**src/rtl/core/hsst_pkg.sv**
```systemverilog
package hsst_pkg;

    localparam int MAX_POLES_DEF = 1024;
    localparam int COUNT_W       = 16;
    localparam int SIZE_W        = 32;
    localparam int PRESET_COUNT  = 5;
    localparam int FILL_RESET    = 4;

    localparam int C_HEAD2  = 3;
    localparam int C_BODY2  = 5;
    localparam int C_HEAD4  = 13;
    localparam int C_TAIL1  = 1;
    localparam int C_TAIL2  = 4;
    localparam int C_TAIL3  = 9;
    localparam int C_TAIL4  = 14;
    localparam int C_B41    = 17;
    localparam int C_B42    = 18;
    localparam int C_B4FULL = 19;
    localparam int C_B4ZHAO = 18;

    // constant parts of the 2-way cost, folded together
    localparam logic [SIZE_W-1:0] C2_OFS_EVEN = SIZE_W'(C_HEAD2 + C_TAIL2 - 2 * C_BODY2);
    localparam logic [SIZE_W-1:0] C2_OFS_ODD  = SIZE_W'(C_HEAD2 + C_TAIL1 - C_BODY2);

    typedef struct packed {
        logic              four_way;
        logic [SIZE_W-1:0] size;
    } t_entry;

    localparam int ENTRY_W = $bits(t_entry);

    function automatic t_entry preset_entry(input logic [2:0] idx);
        t_entry e;
        e.four_way = 1'b0;
        unique case (idx)
            3'd0:    e.size = SIZE_W'(0);
            3'd1:    e.size = SIZE_W'(1);
            3'd2:    e.size = SIZE_W'(2);
            3'd3:    e.size = SIZE_W'(3);
            3'd4:    e.size = SIZE_W'(6);
            default: e.size = SIZE_W'(0);
        endcase
        return e;
    endfunction

    // constant part of the 4-way cost once body*(q) is taken out
    function automatic logic [SIZE_W-1:0] c4_offset(input logic [1:0] lane, input logic zhao);
        int b;
        int v;
        b = zhao ? C_B4ZHAO : C_B4FULL;
        unique case (lane)
            2'd0: v = C_HEAD4 + C_TAIL4 - 2 * b;
            2'd1: v = C_B41 + C_HEAD4 + C_TAIL1 - 2 * b;
            2'd2: v = C_B42 + C_HEAD4 + C_TAIL2 - 2 * b;
            2'd3: v = C_HEAD4 + C_TAIL3 - b;
        endcase
        return SIZE_W'(v);
    endfunction

endpackage

```
**src/rtl/core/hsst_cost.sv**
```systemverilog
module hsst_cost #(
    parameter int AW = 10
) (
    input  logic                       i_clk,
    input  logic [AW-1:0]              i_j,
    input  logic                       i_zhao,
    input  logic [hsst_pkg::SIZE_W-1:0] i_lo,
    input  logic [hsst_pkg::SIZE_W-1:0] i_hi,
    input  logic [hsst_pkg::SIZE_W-1:0] i_hm1,
    input  logic [hsst_pkg::SIZE_W-1:0] i_h,
    output logic [hsst_pkg::SIZE_W-1:0] o_c2,
    output logic [hsst_pkg::SIZE_W-1:0] o_c4
);
    import hsst_pkg::*;

    logic [SIZE_W-1:0] q;
    logic [SIZE_W-1:0] h;
    logic [SIZE_W-1:0] body4;
    logic [SIZE_W-1:0] bq;
    logic [SIZE_W-1:0] parts4;
    logic [SIZE_W-1:0] c2;
    logic [SIZE_W-1:0] c4;
    logic [SIZE_W-1:0] r_c2;
    logic [SIZE_W-1:0] r_c4;

    always_comb begin
        q     = SIZE_W'(i_j >> 2);
        h     = SIZE_W'(i_j >> 1);
        body4 = i_zhao ? SIZE_W'(C_B4ZHAO) : SIZE_W'(C_B4FULL);
        bq    = q * body4;

        // weights of the two quarter entries follow j mod 4
        unique case (i_j[1:0])
            2'd0: parts4 = i_lo << 2;
            2'd1: parts4 = (i_lo << 1) + i_lo + i_hi;
            2'd2: parts4 = (i_lo << 1) + (i_hi << 1);
            2'd3: parts4 = i_lo + (i_hi << 1) + i_hi;
        endcase
        c4 = parts4 + bq + c4_offset(i_j[1:0], i_zhao);

        if (i_j[0]) begin
            c2 = i_hm1 + i_h + (h << 2) + h + C2_OFS_ODD;
        end else begin
            c2 = (i_hm1 << 1) + (h << 2) + h + C2_OFS_EVEN;
        end
    end

    always_ff @(posedge i_clk) begin
        r_c2 <= c2;
        r_c4 <= c4;
    end

    assign o_c2 = r_c2;
    assign o_c4 = r_c4;

endmodule

```
**config.mk**
```make
export PLATFORM = sky130hd
export DESIGN_NAME = hsst_cost
export DESIGN_NICKNAME = d
export VERILOG_FILES = /design/src/rtl/core/hsst_pkg.sv /design/src/rtl/core/hsst_cost.sv
export SDC_FILE = /design/constraint.sdc
export NUM_CORES = 1
export LEC_CHECK = 0
export ABC_AREA = 1
export BUFFER_PORTS_ARGS = -buffer_cell sky130_fd_sc_hd__buf_2
export CAP_MARGIN = 20
export CORE_MARGIN = 3
export CORE_UTILIZATION = 27
export CTS_CLUSTER_SIZE = 28
export DETAILED_ROUTE_END_ITERATION = 8
export GPL_TIMING_DRIVEN = 0
export PLACE_DENSITY = 0.51
export SLEW_MARGIN = 20
export SYNTH_ARGS = -nofsm -noshare
export SYNTH_HDL_FRONTEND = slang
export SYNTH_SLANG_ARGS = --single-unit
```
**constraint.sdc**
```tcl
create_clock -name i_clk -period 8.85 [get_ports i_clk]
set_clock_uncertainty 0.15 [all_clocks]
set_input_delay 1.77 -clock i_clk [delete_from_list [all_inputs] [get_ports i_clk]]
set_output_delay 1.77 -clock i_clk [all_outputs]
set_load 0.01 [all_outputs]
```
Yosys cells after proc, flatten, opt, wreduce, memory -nomap -nowiden:

Cells that the tools add are included.
W data, S select, Z words.

* add/subtract/negate cells: 18
* multiply operators: 1
* equal/unequal tests: 3
* muxes and demuxes: 4
* reduce and logical (&&, ||, !) cells: 1

Operators with widths (number)
* $add A32 B32 Y32: 8
* $pmux W32 S4: 2
* $add A32 B11 Y32: 2
* $add A32 B32 Y32 const B: 2
* $add A32 B9 Y32: 2
* $mul A8 B32 Y32: 1
* $mux W32: 1
* $sub A5 B6 Y7 const A: 2
* $sub A6 B6 Y7 const A: 1
* $sub A5 B5 Y6 const A: 1
* $eq A2 B2 Y1 const B: 2
* $eq A2 B1 Y1 const B: 1
* $logic_not A2 Y1: 1
* $mux W1: 1

* flip-flop bits (word level): 64
* input port bits: 140
* output and inout port bits: 64
* logic and storage cells: 29

Logic depth before layout (Yosys ltp):

* depth after elaboration: 5
* mapped depth: 30
* depth with buffers taken out: 30

Least setup slack after synthesis:

OpenSTA, ideal clock, no wires.

* kind: input to register
* from: input i_lo[0] (netlist bit)
* to: register r_c4[30], in the netlist o_c4[30]
* setup time: 0.118 ns
* arrival time: 6.755 ns
* slack: 1.828 ns
* stages: 26
* path through: fa_1 > ha_1 > fa_1 > nand2_1 > nand3_1 > and2_1 > nand2_1 > nand2_1 > o21ai_0 > a21oi_1 > a21oi_1 > fa_1 > ha_1 > inv_1 > fa_1 > fa_1 > inv_1 > ha_1 > a21oi_1 > a21boi_2 > o21ai_2 > a21oi_1 > o21ai_2 > nand3_1 > nand2_1 > xor2_1

* word-level cells in the longest chain between the ends: 5

RTL lines
* start, declared: line hsst_cost.sv:7 `input logic [hsst_pkg::SIZE_W-1:0] i_lo,`
* $add A32 B32 Y32, on equally long branches (2 in a row): line hsst_cost.sv:37, hsst_cost.sv:35
* $pmux W32 S4 (*): line hsst_cost.sv:33 `unique case (i_j[1:0])`
* $add A32 B32 Y32 (*) (2 in a row): line hsst_cost.sv:39 `c4 = parts4 + bq + c4_offset(i_j[1:0], i_zhao);`
* net c4[30]: line hsst_cost.sv:22 `logic [SIZE_W-1:0] c4;`
* end signal, assigned: line hsst_cost.sv:50 `r_c4 <= c4;`
* end, declared: line hsst_cost.sv:24 `logic [SIZE_W-1:0] r_c4;`

The timed path passes the listed nets; every way through them passes the cells marked *.

Worst setup path after layout:

* from: input i_j[0]
* to: register r_c4[20], in the netlist o_c4[20]

* word-level cells in the longest chain between the ends: 4

RTL lines
* start, declared: line hsst_cost.sv:5 `input logic [AW-1:0] i_j,`
* $eq A2 B2 Y1, or another cell as far along: line hsst_pkg.sv:51, hsst_cost.sv:33
* $pmux W32 S4: line hsst_cost.sv:33
* $add A32 B32 Y32: line hsst_cost.sv:39
* $add A32 B32 Y32 (*): line hsst_cost.sv:39
* net c4[20]: line hsst_cost.sv:22

Marks and branches as above.

==> run metrics <==
status finished clean; synthesized area 17200 um2; Slew HR 0.380; GRT Residual Overflow 0; vias in the first global route 16100; Vias per Instance 4.82; hold path endpoint o_c2[0]; Reg power frac 0.121; DRT iter0 DRCs 1469; async set or reset register ratio after synthesis 0; Post-Route WL 61700 um; Clock power frac 0.106; top-area cell type share of the netlist area 0.232; worst hold slack 1590 ps; Core ar. 62400 um2; Max VDD drop 0.136 mV; Synth Flop Type dfxtp_1; Critical Path RT 8950 ps; Synth Area in Simple Gates 0.244; Sw Share 0.551; detailed-route via count 17300; worst-margin pin slew 931 ps; DRC viols 0; final setup vio count 0; Final Net Count 3332; Pwr per Cell Area 201 nW/um2; final core occ 0.314; synthesized netlist cell count 2545; setup TNS 0 ps; share of layout cells above drive strength 1 0.110; top cells by area, synth ha_1 (23%), fa_1 (13%), nand2_1 (11%); multiplexer share of the synthesized area 0.000582; leak pwr 10.2 nW; CTS clock-pin slew for the worst setup and hold paths 60 ps; Worst setup EP type flop; CTS Root Buffer Type clkbuf_16; Starting Density 0.276; Final period util 0.905; RSZ-0062 raised after global routing no; first-pass GRT wire length 93600 um; post-route minimum period 8010 ps; syn nets 3118; synthesized-area fraction occupied by adder cells 0.365; Critical Path Start Type input pin; num ports 204; number of synthesized flops with an enable pin 0; HP Class in -> reg; Max Clock Freq 0.125 GHz; synthesis-stage register bit count 64; Total Power 3.94 mW; P_int 1.77 mW; fin cells 3602; placed cell area 19300 um2; Max Cap Viol 0; largest family of logic cells by synthesized area adder cells; Setup Buffers After CTS 0; Synth Warn # 0; Synth Area in Compound Gates 0.198; Seq/Total Area, Yosys 0.0745; Hold Crit Start i_h[0]; syn avg cell area 6.76 um2; Die W 258 um; Clock Tree Buf Depth 2; gr usage total 0.180; CTS tree built; Comb pwr share 0.773; filler instances 7107; port bufs 203; Synth cell types 61; NetSw 2.17 mW; die area 66800 um2; post-CTS sizing 0; DR pass1 iterations 5; Post-DRT Antenna Nets 0; Hold Fails Final Rpt 0; row count 91; DR WL/cell 17.1 um; crit-path max FO 19; Inst Count DP 3586; CTS Sinks 64; final worst-path setup slack 841 ps; post-DP HPWL 54300 um; die span in y 258 um; Crit Path Category in -> reg; Area Growth Syn to Fin 14.0%; worst hold path depth 4; Post-Synth XOR/XNOR Area 0.0285; largest net degree at the start of global routing 29; CTS hold repair buffers 0; CTS buffer count 9; Synth area leader ha_1; CTS H-tree depth 3; WP data arrival 8110 ps; post-route cell area 19600 um2; pre-CTS WS -149 ps; Slew Viols, Final 0; initial antenna violation count 4; GPL Wtd Cong 0.922
-- state kept, by name (all words and copies together), names as in the netlist --
name,count
o_c4,32
o_c2,32
-- power groups by stage --
stage	Sequential (mW)	Combinational (mW)	Clock, mW
4_1_cts	0.477	3.05	0.435
3_5_place_dp	0.481	3.03	0
6_report	0.475	3.04	0.416
2_1_floorplan	0.549	2.00	0
3_3_place_gp	0.480	3.04	0
5_1_grt	0.490	3.43	0.444
-- synth_stat cells, types with 7 or more instances --
master / n
nand2_1: 517
inv_1: 381
ha_1: 319
nor2_1: 262
a21oi_1: 245
o21ai_0: 144
fa_1: 114
nand3_1: 104
dfxtp_1: 64
xor2_1: 39
a21o_1: 31
o21ai_1: 31
a31oi_1: 24
nor3_1: 22
nand4_1: 21
o21bai_1: 18
xnor2_1: 17
clkbuf_1: 15
a21oi_2: 14
nand2_2: 14
nand3b_1: 13
o21ai_2: 13
or2_2: 12
a41oi_1: 9
o21a_1: 8
a221oi_1: 7
-- worst max path at each step --
stage,start,slack [ps],end,cells after the start
6_report,i_j[0],840,o_c4[20],21
5_1_grt,i_j[0],290,o_c4[20],21
4_1_cts,i_j[0],190,o_c4[20],22
3_5_place_dp,i_j[0],-150,o_c4[20],22
3_3_place_gp,i_j[0],-140,o_c4[20],22
2_1_floorplan,i_lo[0],1830,o_c4[30],26
-- cell families (layout without fill, tap and decap cells) --
kind of cell / after synthesis / after routing
buffers and inverters: 410 / 628
adders and majority gates: 433 / 433
and+or+nand+nor: 997 / 997
DFF: 64 / 64
other: 0 / 2
muxes: 1 / 1
xor gates and xnor gates: 56 / 56
AOI/OAI and AO/OA: 584 / 584
-- layout make-up --
type	count	area, um2	area share
repair buffers	204	1040	0.0528
multi-input cells	2071	14400	0.733
clock inverters	4	77.6	0.00396
plain buffers	21	93.8	0.00478
flip-flops and latches	64	1280	0.0653
clock buffers	11	243	0.0124
inverters	388	1460	0.0743
diodes	2	5.00	0.000255
well taps	837	1050	0.0534
-- worst max-delay path, cell delays in order --
cell and delay, ps:
buf_2 150, clkinv_1 650, ha_1 730, inv_2 280
buf_1 460, nor2_1 80, a31oi_1 300, fa_1 480
ha_1 300, fa_1 510, fa_1 420, ha_1 340
a21oi_1 310, o21ai_0 150, nand2_1 80, nand2_1 50
a31oi_1 430, o21ai_1 160, nand2_1 110, nand2_1 60
xor2_1 250
-- cells in the final DEF, fill, tap and decap left out, types with 39 or more instances in the layout --
cell     instances
nand2_1        517
inv_1          381
ha_1           319
nor2_1         262
a21oi_1        245
buf_2          205
o21ai_0        144
fa_1           114
nand3_1        104
dfxtp_1         64
xor2_1          39
-- routing by layer --
layer,part of all wire,wire length [um],vias to the layer above,GRT usage
li1,-,-,8929,-
met1,0.49,30200,7937,0.264
met2,0.45,27600,441,0.291
met3,0.051,3120,42,0.0187
met4,0.012,712,0,0.0257
met5,0,0,-,0
Power figures use the tool's default switching activity.
